## src/hw/rtl/sha1_stream_hasher_macros.svh

```systemverilog
// assertion macros shared by the sha-1 stream hasher modules
// expects clk and arst_n in the scope of each use
`ifndef SHA1_STREAM_HASHER_MACROS_SVH
`define SHA1_STREAM_HASHER_MACROS_SVH

// consequent must hold in the same cycle
`define SHA1S_CHECK_NOW(lbl, ante, cons, msg) \
	lbl: assert property (@(posedge clk) disable iff (!arst_n) (ante) |-> (cons)) \
		else $error(msg);

// consequent must hold in the next cycle
`define SHA1S_CHECK_NEXT(lbl, ante, cons, msg) \
	lbl: assert property (@(posedge clk) disable iff (!arst_n) (ante) |=> (cons)) \
		else $error(msg);

`endif

```

## src/hw/rtl/sha1s_pkg.sv

```systemverilog
// shared types and constants for the sha-1 stream hasher
// used by the front queue, the collector, the round engine and the top level
package sha1s_pkg;

	typedef struct packed {
		logic       has_byte;
		logic [7:0] data_byte;
		logic       message_end;
	} in_item_t;

	typedef struct packed {
		logic [31:0] digest_word;
		logic [2:0]  word_index;
		logic        last_word;
	} out_item_t;

	typedef struct packed {
		logic load;
		logic reinit;
	} eng_cmd_t;

	typedef struct packed {
		logic busy;
	} eng_stat_t;

	typedef enum logic [2:0] {
		C_RUN,
		C_MARK,
		C_ZERO,
		C_LEN,
		C_WAIT,
		C_OUT
	} col_state_t;

	typedef enum logic [1:0] {
		E_IDLE,
		E_ROUND,
		E_ADD
	} eng_state_t;

	localparam logic [159:0] H_INIT = {
		32'h67452301, 32'hEFCDAB89, 32'h98BADCFE, 32'h10325476, 32'hC3D2E1F0
	};

	localparam logic [31:0] K_0 = 32'h5A827999;
	localparam logic [31:0] K_1 = 32'h6ED9EBA1;
	localparam logic [31:0] K_2 = 32'h8F1BBCDC;
	localparam logic [31:0] K_3 = 32'hCA62C1D6;

	localparam logic [6:0] PHASE_1    = 7'd20;
	localparam logic [6:0] PHASE_2    = 7'd40;
	localparam logic [6:0] PHASE_3    = 7'd60;
	localparam logic [6:0] ROUNDS     = 7'd80;
	localparam logic [6:0] ROUND_LAST = 7'd79;

	localparam logic [7:0] PAD_MARK = 8'h80;
	localparam logic [5:0] LEN_POS  = 6'd56;
	localparam logic [5:0] LAST_POS = 6'd63;
	localparam logic [2:0] LAST_IDX = 3'd4;

endpackage

```

## src/hw/rtl/sha1_stream_hasher.sv

```systemverilog
// a byte is registered into the queue; a full block is handed to the round unit, which
// then runs 80 rounds and the chaining add
// bytes are taken one per cycle while the previous block compresses, unless the queue
// is empty or a full block waits; the single round unit sets the block rate
// end of message: padding bytes, one or two compressions, then five digest words
// reset: queue empty, chaining words at their initial values, byte count zero
module sha1_stream_hasher import sha1s_pkg::*; #(
	parameter int unsigned QUEUE_DEPTH = 4
) (
	input  logic      clk,
	input  logic      arst_n,
	input  logic      item_valid,
	output logic      item_stall,
	input  in_item_t  item,
	output logic      digest_valid,
	input  logic      digest_stall,
	output out_item_t digest
);

	logic           q_valid;
	in_item_t       q_item;
	logic           q_pop;
	eng_cmd_t       eng_cmd;
	eng_stat_t      eng_stat;
	logic   [511:0] blk;
	logic   [159:0] chain;

	sha1s_front #(
		.DEPTH(QUEUE_DEPTH)
	) u_front (
		.clk        (clk),
		.arst_n     (arst_n),
		.item_valid (item_valid),
		.item_stall (item_stall),
		.item       (item),
		.q_valid    (q_valid),
		.q_item     (q_item),
		.q_pop      (q_pop)
	);

	sha1s_round u_round (
		.clk    (clk),
		.arst_n (arst_n),
		.cmd    (eng_cmd),
		.blk    (blk),
		.stat   (eng_stat),
		.chain  (chain)
	);

	sha1s_collect u_collect (
		.clk          (clk),
		.arst_n       (arst_n),
		.q_valid      (q_valid),
		.q_item       (q_item),
		.q_pop        (q_pop),
		.eng_cmd      (eng_cmd),
		.blk          (blk),
		.eng_stat     (eng_stat),
		.chain        (chain),
		.digest_valid (digest_valid),
		.digest_stall (digest_stall),
		.digest       (digest)
	);

endmodule

```

## src/hw/rtl/sha1s_front.sv

```systemverilog
// front end: takes input words, drops empty ones and queues the rest
// depends on sha1s_pkg and sha1_stream_hasher_macros.svh
`include "sha1_stream_hasher_macros.svh"

module sha1s_front import sha1s_pkg::*; #(
	parameter int unsigned DEPTH = 4
) (
	input  logic     clk,
	input  logic     arst_n,
	input  logic     item_valid,
	output logic     item_stall,
	input  in_item_t item,
	output logic     q_valid,
	output in_item_t q_item,
	input  logic     q_pop
);

	localparam int unsigned PW = (DEPTH > 1) ? $clog2(DEPTH) : 1;
	localparam int unsigned CW = $clog2(DEPTH + 1);

	in_item_t          mem_q [DEPTH];
	logic     [PW-1:0] wr_q;
	logic     [PW-1:0] rd_q;
	logic     [CW-1:0] cnt_q;
	logic              push;

	assign item_stall = (cnt_q == CW'(DEPTH));
	assign push       = item_valid && !item_stall && (item.has_byte || item.message_end);
	assign q_valid    = (cnt_q != '0);
	assign q_item     = mem_q[rd_q];

	always_ff @(posedge clk) begin
		if (push) begin
			mem_q[wr_q] <= item;
		end
	end

	always_ff @(posedge clk or negedge arst_n) begin
		if (!arst_n) begin
			wr_q  <= '0;
			rd_q  <= '0;
			cnt_q <= '0;
		end else begin
			if (push) begin
				wr_q <= (wr_q == PW'(DEPTH - 1)) ? '0 : wr_q + 1'b1;
			end
			if (q_pop) begin
				rd_q <= (rd_q == PW'(DEPTH - 1)) ? '0 : rd_q + 1'b1;
			end
			case ({push, q_pop})
				2'b10:   cnt_q <= cnt_q + 1'b1;
				2'b01:   cnt_q <= cnt_q - 1'b1;
				default: cnt_q <= cnt_q;
			endcase
		end
	end

	`SHA1S_CHECK_NOW(a_pop_nonempty, q_pop, q_valid, "pop from empty queue")
	`SHA1S_CHECK_NOW(a_cnt_bound, 1'b1, cnt_q <= CW'(DEPTH), "queue count overrun")

endmodule

```

## src/hw/rtl/sha1s_round.sv

```systemverilog
// back end compression unit: one sha-1 round per cycle with a sliding schedule
// holds the chaining words; depends on sha1s_pkg and the assertion macros
`include "sha1_stream_hasher_macros.svh"

module sha1s_round import sha1s_pkg::*; (
	input  logic           clk,
	input  logic           arst_n,
	input  eng_cmd_t       cmd,
	input  logic [511:0]   blk,
	output eng_stat_t      stat,
	output logic [159:0]   chain
);

	eng_state_t        est_q;
	eng_state_t        est_d;
	logic        [6:0] rnd_q;
	logic       [31:0] a_q, b_q, c_q, d_q, e_q;
	logic       [31:0] w_q [16];
	logic      [159:0] chain_q;
	logic       [31:0] f;
	logic       [31:0] k;
	logic       [31:0] t;
	logic       [31:0] w_mix;
	logic       [31:0] w_new;

	always_comb begin
		est_d = est_q;
		case (est_q)
			E_IDLE:  if (cmd.load) est_d = E_ROUND;
			E_ROUND: if (rnd_q == ROUND_LAST) est_d = E_ADD;
			E_ADD:   est_d = E_IDLE;
			default: est_d = E_IDLE;
		endcase
	end

	always_comb begin
		if (rnd_q < PHASE_1) begin
			f = d_q ^ (b_q & (c_q ^ d_q));
			k = K_0;
		end else if (rnd_q < PHASE_2) begin
			f = b_q ^ c_q ^ d_q;
			k = K_1;
		end else if (rnd_q < PHASE_3) begin
			f = (b_q & c_q) | (d_q & (b_q | c_q));
			k = K_2;
		end else begin
			f = b_q ^ c_q ^ d_q;
			k = K_3;
		end
		t     = {a_q[26:0], a_q[31:27]} + f + e_q + k + w_q[0];
		w_mix = w_q[13] ^ w_q[8] ^ w_q[2] ^ w_q[0];
		w_new = {w_mix[30:0], w_mix[31]};
		stat.busy = (est_q != E_IDLE);
	end

	assign chain = chain_q;

	always_ff @(posedge clk or negedge arst_n) begin
		if (!arst_n) begin
			est_q   <= E_IDLE;
			rnd_q   <= '0;
			chain_q <= H_INIT;
		end else begin
			est_q <= est_d;
			if (cmd.load) begin
				rnd_q <= '0;
			end else if (est_q == E_ROUND) begin
				rnd_q <= rnd_q + 1'b1;
			end
			if (cmd.reinit) begin
				chain_q <= H_INIT;
			end else if (est_q == E_ADD) begin
				chain_q <= {chain_q[159:128] + a_q, chain_q[127:96] + b_q,
					chain_q[95:64] + c_q, chain_q[63:32] + d_q, chain_q[31:0] + e_q};
			end
		end
	end

	always_ff @(posedge clk) begin
		if (cmd.load) begin
			for (int j = 0; j < 16; j++) begin
				w_q[j] <= blk[511 - 32 * j -: 32];
			end
			a_q <= chain_q[159:128];
			b_q <= chain_q[127:96];
			c_q <= chain_q[95:64];
			d_q <= chain_q[63:32];
			e_q <= chain_q[31:0];
		end else if (est_q == E_ROUND) begin
			for (int j = 0; j < 15; j++) begin
				w_q[j] <= w_q[j + 1];
			end
			w_q[15] <= w_new;
			a_q <= t;
			b_q <= a_q;
			c_q <= {b_q[1:0], b_q[31:2]};
			d_q <= c_q;
			e_q <= d_q;
		end
	end

	`SHA1S_CHECK_NOW(a_round_range, est_q == E_ROUND, rnd_q < ROUNDS, "round count past end")

endmodule

```

## src/hw/rtl/sha1s_collect.sv

```systemverilog
// back end sequencer: gathers bytes into a block, pads, hands blocks to the
// round unit and sends out the digest; depends on sha1s_pkg and the macros
`include "sha1_stream_hasher_macros.svh"

module sha1s_collect import sha1s_pkg::*; (
	input  logic         clk,
	input  logic         arst_n,
	input  logic         q_valid,
	input  in_item_t     q_item,
	output logic         q_pop,
	output eng_cmd_t     eng_cmd,
	output logic [511:0] blk,
	input  eng_stat_t    eng_stat,
	input  logic [159:0] chain,
	output logic         digest_valid,
	input  logic         digest_stall,
	output out_item_t    digest
);

	col_state_t         st_q;
	col_state_t         st_d;
	logic       [511:0] buf_q;
	logic         [5:0] pos_q;
	logic        [60:0] total_q;
	logic        [60:0] total_d;
	logic        [63:0] len_q;
	logic               full_q;
	logic         [2:0] idx_q;
	logic               out_valid_q;
	out_item_t          out_q;
	logic               shift_en;
	logic         [7:0] shift_byte;
	logic               out_load;
	logic        [31:0] word_sel;

	assign total_d = total_q + 61'(q_item.has_byte);

	always_comb begin
		st_d = st_q;
		case (st_q)
			C_RUN:   if (q_valid && !full_q && q_item.message_end) st_d = C_MARK;
			C_MARK:  if (!full_q) st_d = C_ZERO;
			C_ZERO:  if (!full_q && pos_q == LEN_POS) st_d = C_LEN;
			C_LEN:   if (!full_q && pos_q == LAST_POS) st_d = C_WAIT;
			C_WAIT:  if (!full_q && !eng_stat.busy) st_d = C_OUT;
			C_OUT:   if (out_load && idx_q == LAST_IDX) st_d = C_RUN;
			default: st_d = C_RUN;
		endcase
	end

	always_comb begin
		q_pop          = 1'b0;
		shift_en       = 1'b0;
		shift_byte     = '0;
		out_load       = 1'b0;
		case (st_q)
			C_RUN: begin
				if (q_valid && !full_q) begin
					q_pop      = 1'b1;
					shift_en   = q_item.has_byte;
					shift_byte = q_item.data_byte;
				end
			end
			C_MARK: begin
				shift_en   = !full_q;
				shift_byte = PAD_MARK;
			end
			C_ZERO: begin
				shift_en = !full_q && (pos_q != LEN_POS);
			end
			C_LEN: begin
				shift_en   = !full_q;
				shift_byte = len_q[63:56];
			end
			C_OUT: begin
				out_load = !out_valid_q || !digest_stall;
			end
			default: begin
				q_pop = 1'b0;
			end
		endcase
		eng_cmd.load   = full_q && !eng_stat.busy;
		eng_cmd.reinit = out_load && (idx_q == LAST_IDX);
		case (idx_q)
			3'd0:    word_sel = chain[159:128];
			3'd1:    word_sel = chain[127:96];
			3'd2:    word_sel = chain[95:64];
			3'd3:    word_sel = chain[63:32];
			3'd4:    word_sel = chain[31:0];
			default: word_sel = '0;
		endcase
	end

	assign blk          = buf_q;
	assign digest_valid = out_valid_q;
	assign digest       = out_q;

	always_ff @(posedge clk or negedge arst_n) begin
		if (!arst_n) begin
			st_q        <= C_RUN;
			pos_q       <= '0;
			total_q     <= '0;
			full_q      <= 1'b0;
			idx_q       <= '0;
			out_valid_q <= 1'b0;
		end else begin
			st_q <= st_d;
			if (eng_cmd.reinit) begin
				pos_q <= '0;
			end else if (shift_en) begin
				pos_q <= pos_q + 1'b1;
			end
			if (shift_en && pos_q == LAST_POS) begin
				full_q <= 1'b1;
			end else if (eng_cmd.load) begin
				full_q <= 1'b0;
			end
			if (eng_cmd.reinit) begin
				total_q <= '0;
			end else if (q_pop) begin
				total_q <= total_d;
			end
			if (out_load) begin
				idx_q <= (idx_q == LAST_IDX) ? '0 : idx_q + 1'b1;
			end
			if (out_load) begin
				out_valid_q <= 1'b1;
			end else if (!digest_stall) begin
				out_valid_q <= 1'b0;
			end
		end
	end

	always_ff @(posedge clk) begin
		if (shift_en) begin
			buf_q <= {buf_q[503:0], shift_byte};
		end
		if (q_pop && q_item.message_end) begin
			len_q <= {total_d, 3'b000};
		end else if (st_q == C_LEN && shift_en) begin
			len_q <= {len_q[55:0], 8'h00};
		end
		if (out_load) begin
			out_q.digest_word <= word_sel;
			out_q.word_index  <= idx_q;
			out_q.last_word   <= (idx_q == LAST_IDX);
		end
	end

	`SHA1S_CHECK_NOW(a_out_idle, st_q == C_OUT, !eng_stat.busy && !full_q, "digest read mid block")
	`SHA1S_CHECK_NOW(a_len_pos, st_q == C_LEN, pos_q >= LEN_POS, "length field misplaced")
	`SHA1S_CHECK_NEXT(a_load_busy, eng_cmd.load, eng_stat.busy && !full_q, "block load lost")

endmodule
```

## config.mk

```make
export PLATFORM = sky130hd
export DESIGN_NAME = sha1_stream_hasher
export DESIGN_NICKNAME = d
export VERILOG_FILES = /design/src/hw/rtl/sha1s_pkg.sv /design/src/hw/rtl/sha1_stream_hasher.sv /design/src/hw/rtl/sha1s_front.sv /design/src/hw/rtl/sha1s_round.sv /design/src/hw/rtl/sha1s_collect.sv
export VERILOG_INCLUDE_DIRS = /design/src /design/src/hw/rtl
export SDC_FILE = /design/constraint.sdc
export NUM_CORES = 2
export LEC_CHECK = 0
export BUFFER_PORTS_ARGS = -buffer_cell sky130_fd_sc_hd__buf_4
export CAP_MARGIN = 25
export CORE_ASPECT_RATIO = 1.2
export CORE_UTILIZATION = 60
export DETAILED_ROUTE_END_ITERATION = 8
export GPL_TIMING_DRIVEN = 0
export PLACE_DENSITY = 0.76
export SYNTH_ARGS = -nofsm -noshare
export SYNTH_HDL_FRONTEND = slang
export SYNTH_SLANG_ARGS = --single-unit
```

## constraint.sdc

```tcl
create_clock -name clk -period 102.1 [get_ports clk]
set_input_delay 5.105 -clock clk [delete_from_list [all_inputs] [get_ports clk]]
set_output_delay 5.105 -clock clk [all_outputs]
set_load 0.02 [all_outputs]
```

; Yosys cells after proc, flatten, opt, wreduce, memory -nomap -nowiden
; Memory sizes are Yosys's and may differ from the RTL's.
; Index checks and enable logic that the tools add are counted.
[word_totals]
ff_bits = 1020
ram_bits = 552
memories = 2
[op_classes]
n_addsub = 17
n_lt_le_gt_ge = 3
n_eq_ne = 29
muxes = 75
n_bitwise = 28
reduce_logical = 35
[mem_list]
columns = name, words, width, read_ports, rd_clocked_by_memory_dff, write_ports, line
row1 = u_round.w_q, 16, 32, 16, 0, 16, sha1s_round.sv:18  ; logic [31:0] w_q [16];
row2 = u_front.mem_q, 4, 10, 1, 0, 1, sha1s_front.sv:21  ; in_item_t mem_q [DEPTH];
[ops]
columns = cell, count
row1 = 32-bit two-way mux, 31
row2 = 160-bit two-way mux, 2
row3 = 32-bit adder, 9
row4 = 32-bit bitwise XOR, 7
row5 = 32-bit one-hot mux with 5 select lines, 1
row6 = 64-bit two-way mux, 2
row7 = 61-bit two-way mux, 2
row8 = 32-bit AND, 3
row9 = 32-bit OR, 2
row10 = 61-bit by 1-bit adder with 61-bit output, 1
row11 = 31-bit two-way mux, 1
row12 = 8-bit one-hot mux with 3 select lines, 1
row13 = 3-bit two-way mux, 7
row14 = 3-bit one-hot mux with 6 select lines, 1
row15 = 1-bit OR, 16
row16 = 2-bit nonzero test, 8
row17 = 1-bit two-way mux, 15
row18 = 7-bit by 6-bit < comparator with 1-bit output (second input constant), 2
row19 = 7-bit two-way mux, 2
row20 = 1-bit logical AND, 13
row21 = 3-bit by 2-bit == test with 1-bit output (second input constant), 4
row22 = 3-bit == test (second input constant), 4
row23 = 6-bit == test (second input constant), 2
row24 = 6-bit two-way mux, 2
row25 = other kinds (26), 49

; Depth between registers and ports, before layout
[logic_depth]
depth_word = 12
depth_mapped = 26

; By module
; From an unflattened synthesis, not the netlist that was laid out.
[unflattened]
hier_cells = 5567
hier_area_um2 = 75449.9
[by_module_without_submodules]
columns = mod, n_inst, cells_per_inst, area_each_um2, seq_area_each_um2
row1 = sha1s_round, 1, 3940, 48469.0, 24508.5
row2 = sha1s_collect, 1, 1536, 25069.0, 20164.3
row3 = sha1s_front, 1, 91, 1911.8, 1376.3

; Least setup slack after synthesis
; Ideal clock, no wire load.
[synth_timing]
path_type = reg-to-reg
from = register u_collect.pos_q[0]
to = register u_collect.pos_q[5]
setup_time_ns = 0.078
arrival_ns = 43.521
slack_ns = 58.501
path_stages_with_launch = 10
n_path_buf = 0
path_cell_list = dfrtp_1 > inv_1 > ha_1 > nor3b_1 > nor2_1 > nor2_1 > o31ai_1 > nand4_1 > or3_1 > a21oi_1
[synth_via]
elab_chain_len = 4
[synth_rtl]
columns = item, line
row1 = "start, declared", sha1s_collect.sv:23  ; logic [5:0] pos_q;
row2 = "start signal, assigned", sha1s_collect.sv:111  ; pos_q <= pos_q + 1'b1;
row3 = 6-bit inequality test, sha1s_collect.sv:69  ; shift_en = !full_q && (pos_q != LEN_POS);
row4 = 1-bit logical AND, sha1s_collect.sv:69
row5 = 1-bit one-hot mux with 3 select lines, sha1s_collect.sv:56  ; case (st_q)
row6 = net u_collect.shift_en, sha1s_collect.sv:31  ; logic shift_en;
row7 = 2-bit nonzero test (no source line), n/a
; The timed path passes the listed nets, and every way through them passes these cells. The select of a mux whose other input is x is not followed.
; A chain may end at the register's enable or synchronous reset.

; Worst setup path in the final report
[layout_timing]
from = register u_round.rnd_q[6]
to = register u_round.a_q[24], data pin
[layout_via]
elab_chain_len = 10
[layout_rtl]
columns = item, line
row1 = "start, declared", sha1s_round.sv:16  ; logic [6:0] rnd_q;
row2 = "start signal, assigned", sha1s_round.sv:68  ; rnd_q <= rnd_q + 1'b1;
row3 = 7-bit by 6-bit < comparator with 1-bit output, sha1s_round.sv:43  ; end else if (rnd_q < PHASE_3) begin
row4 = 32-bit two-way mux, sha1s_round.sv:43
row5 = 32-bit two-way mux, sha1s_round.sv:40  ; end else if (rnd_q < PHASE_2) begin
row6 = 32-bit two-way mux, sha1s_round.sv:37  ; if (rnd_q < PHASE_1) begin
row7 = 32-bit adder (2 in a row), sha1s_round.sv:50  ; t = {a_q[26:0], a_q[31:27]} + f + e_q + k + w_q[0];
row8 = 32-bit adder * (2 in a row), sha1s_round.sv:50
row9 = 32-bit two-way mux *, sha1s_round.sv:89  ; end else if (est_q == E_ROUND) begin
row10 = 32-bit two-way mux *, sha1s_round.sv:80  ; if (cmd.load) begin
row11 = "end signal, assigned", sha1s_round.sv:84  ; a_q <= chain_q[159:128];
row12 = "end signal, assigned", sha1s_round.sv:94  ; a_q <= t;
row13 = "end, declared", sha1s_round.sv:17  ; logic [31:0] a_q, b_q, c_q, d_q, e_q;
; Every way passes the cells marked *; elsewhere a longest branch is shown, timed or not. The select of a mux whose other input is x is not followed.

==> impl_metrics.yaml <==
outcome:
  run_status: "finished clean"
logic_synthesis:
  yosys_warnings: 0
  syn-num-nets: 7023
  ys_seq_area_share_pct: 61.6
  ys_types: 96
  syn_area_per_cell_um2: 11.2
  synth-async-reset-ratio_pct: 16.0
  ys_seq_elements: 1572
  synth_edf_count: 1321
  synth.cell_area_um2: 74800
  syn_inst: 6676
  synthFlopType: "edfxtp_1"
route:
  drt-pass1-iter-count: 6
  wl_per_cell_um: 27.8
  ant_nets: 0
  vias: 53800
  drtIter0Drc: 5606
  drcViolationCount: 0
  drt-total-wl_um: 243000
  viasPerCell: 6.15
critical_path:
  crit_chain: "clkbuf_1 -> nor2_1 -> nand2_1 -> clkbuf_1 -> clkbuf_1 -> nand2_1 -> fa_1 -> inv_1 -> fa_1 -> inv_1 -> fa_1 -> inv_1 -> ha_1 -> o41ai_1 -> nor2_1 -> a21oi_1 -> nor3_1 -> or3_1 -> a31oi_1 -> nor4b_1 -> a211o_1"
  cp.depth: 21
  crit_fanout: 10
  r2r_cells: 21
  r2r_slack_ns: 93.82
  worstPathRequired_ns: 102.64
  slowest_stage: "o41ai_1"
  critPathTopFamily: "adder cells"
  startpoint_type: "flop"
  crit_path_end_kind: "flop"
  crit_buf_inv: 6
  criticalPathCategory: "reg -> reg"
  crit_arrival_ns: 8.82
  slowest_delay_ns: 0.96
sta:
  slew_headroom_pct: 18.5
  setup_tns_ns: 0
  hold_violations: 0
  min_period_ns: 8.28
  rsz0062_at_grt: "no"
  tightest_slew_ns: 1.22
  skew_ns: 0.0504
  timing.final.crit_share_pct: 8.11
  setup_viol: 0
  maxSlewViolCount: 0
  fmax_mhz: 121
clock_network:
  cts_setup_buffers: 0
  cts_max_path_buffers: 3
  clock_sinks: 1572
  cts_made_buffers: 157
  cts_tree: "yes"
  cts_resized: 0
  htree_levels: 4
  clock_latency_ns: 0.83
  clkTransAtPathRegs_ns: 0.07
  postCtsHoldBufs: 0
  ctsRootBufferMaster: "clkbuf_16"
global_routing:
  grt_pass1_wl_um: 347000
  antenna_found_initial: 3
  grt_pass1_vias: 52700
  grt_max_degree: 106
  grt_usage_pct: 39.0
  grt_remaining_overflow: 0
floorplanning:
  io_pins: 52
  coreArea_um2: 123000
  start_util_pct: 60.6
  die_area_um2: 126000
  die_h_um: 389
  die_w_um: 324
  rows: 141
final_layout:
  drive_gt1_share_pct: 7.40
  design_area_um2: 84100
  areaGrowthSynthToFinish_pct: 12.4
  multiInputGateArea_um2: 26800
  fill_cells: 8892
  seqCellArea_um2: 46000
  fin_cells: 8750
  layout.nets: 7320
place:
  place_inst: 8453
  placed_area_um2: 78800
  port_buffers: 51
  dp_hpwl_um: 183000
  globalplace.congestion: 1.03
hold_path:
  hold_depth: 0
  holdCritPathClass: "reg -> reg"
job:
  maxCapViolations: 0
-- layer usage --
| metal | vias to the layer above | GRT usage [%] | share of wire, % |
|---|---|---|---|
| met5 | - | 0 | 0.0029 |
| met4 | 2 | 32.9 | 10 |
| met3 | 789 | 6.24 | 7.6 |
| met2 | 2856 | 63.1 | 48 |
| met1 | 26200 | 45.5 | 35 |
| li1 | 23900 | - | - |
-- worst paths after layout --
kind                                                      to                         start
max reg2reg                        u_round.a_q[24]$_DFFE_PP_  u_round.rnd_q[6]$_DFFE_PN0P_
max                                u_round.a_q[24]$_DFFE_PP_  u_round.rnd_q[6]$_DFFE_PN0P_
min reg2reg                     u_collect.blk[476]$_DFFE_PP_  u_collect.blk[468]$_DFFE_PP_
min in group asynchronous     u_round.chain[110]$_DFFE_PN0P_                        arst_n
max in group asynchronous  u_collect.total_q[18]$_DFFE_PN0P_                        arst_n
min                             u_collect.blk[476]$_DFFE_PP_  u_collect.blk[468]$_DFFE_PP_
-- cells in the mapped netlist, types with 9 or more instances --
cell      number  area (um2)
nand2_1     2199        8250
edfxtp_1    1321       39700
o21ai_0      337        1690
a21oi_1      268        1340
clkbuf_1     266         998
inv_1        231         867
nor2_1       219         822
xnor2_1      217        1900
ha_1         213        2670
dfrtp_1      171        4280
fa_1         120        2400
nand3_1       95         475
xor2_1        90         788
a21o_1        89         668
dfstp_2       80        2100
a22oi_1       51         383
o31ai_1       51         383
o211ai_1      49         368
and3_1        40         250
mux2i_1       40         400
a211oi_1      37         278
nor3_1        36         180
nand2b_1      33         206
o21bai_1      30         225
a31oi_1       27         169
o21a_1        24         180
a22o_1        23         201
or3_1         22         138
nand4_1       20         125
nor2b_1       20         125
and2_1        17         106
o21ai_1       17        85.1
buf_1         15        56.3
a222oi_1      13         130
a221o_1       11         110
mux4_2        10         225
nor3b_1       10        75.1
and4_1         9        78.8
buf_2          9        45.0
nor4_1         9        56.3
o221ai_1       9        78.8
-- registers in the layout, summed over array words and instances, names as in the netlist, 7 cells and up --
signal / flops
u_collect.digest: 36
u_collect.total_q: 61
u_round.chain: 160
u_round.w_q: 512
u_round.b_q: 32
u_round.c_q: 32
u_round.e_q: 32
u_round.rnd_q: 7
u_collect.len_q: 61
u_round.a_q: 32
u_round.d_q: 32
u_front.mem_q: 40
u_collect.blk: 512
-- metrics by stage --
stage | setup WS, ns | hold WS [ns] | util, %
after floorplan | 58.50 | 0.426 | -
after global routing | 93.78 | 0.448 | 68.2
after global placement | 39.81 | 0.427 | 62.6
after detailed placement | 93.65 | 0.431 | 63.9
after CTS | 94.02 | 0.445 | 68.1
final | 93.82 | 0.443 | 68.2
-- cell usage in the layout, fill, tap and decap left out, drive strengths merged, types with 22 or more instances in the layout --
cell type  count
nand2       2199
edfxtp      1321
clkbuf       472
o21ai        354
a21oi        269
inv          238
nor2         225
xnor2        217
ha           213
dfrtp        171
buf          164
fa           120
nand3         97
xor2          90
a21o          89
dfstp         80
clkinv        61
o31ai         54
a22oi         51
o211ai        49
and3          42
mux2i         40
a211oi        38
nor3          38
nand2b        33
o21bai        30
a31oi         27
o21a          24
a22o          23
or3           22
nand4         22
-- cells by family after synthesis --
kind of cell               after synthesis  share of synthesized area (%)
xor gates and xnor gates               307                           3.60
and+or+nand+nor                       2772                           15.1
AOI/OAI and AO/OA                     1114                           9.40
buffers and inverters                  528                           2.68
DFF                                   1572                           61.6
adders and majority gates              333                           6.78
muxes                                   50                          0.837
-- area by class of cell --
| type | instances | share of cell area [%] |
|---|---|---|
| antenna | 2 | 0.00595 |
| buffer | 294 | 1.34 |
| clock buffer | 204 | 5.05 |
| clock inverter | 86 | 1.21 |
| inverter | 234 | 1.04 |
| multi-input combinational | 4576 | 31.8 |
| sequential | 1572 | 54.8 |
| tap | 1644 | 2.45 |
| timing repair buffer | 138 | 2.33 |
Power is left out: the tool's default activity adds up to more than one toggle a clock period on the data nets, which glitch-free logic cannot reach.
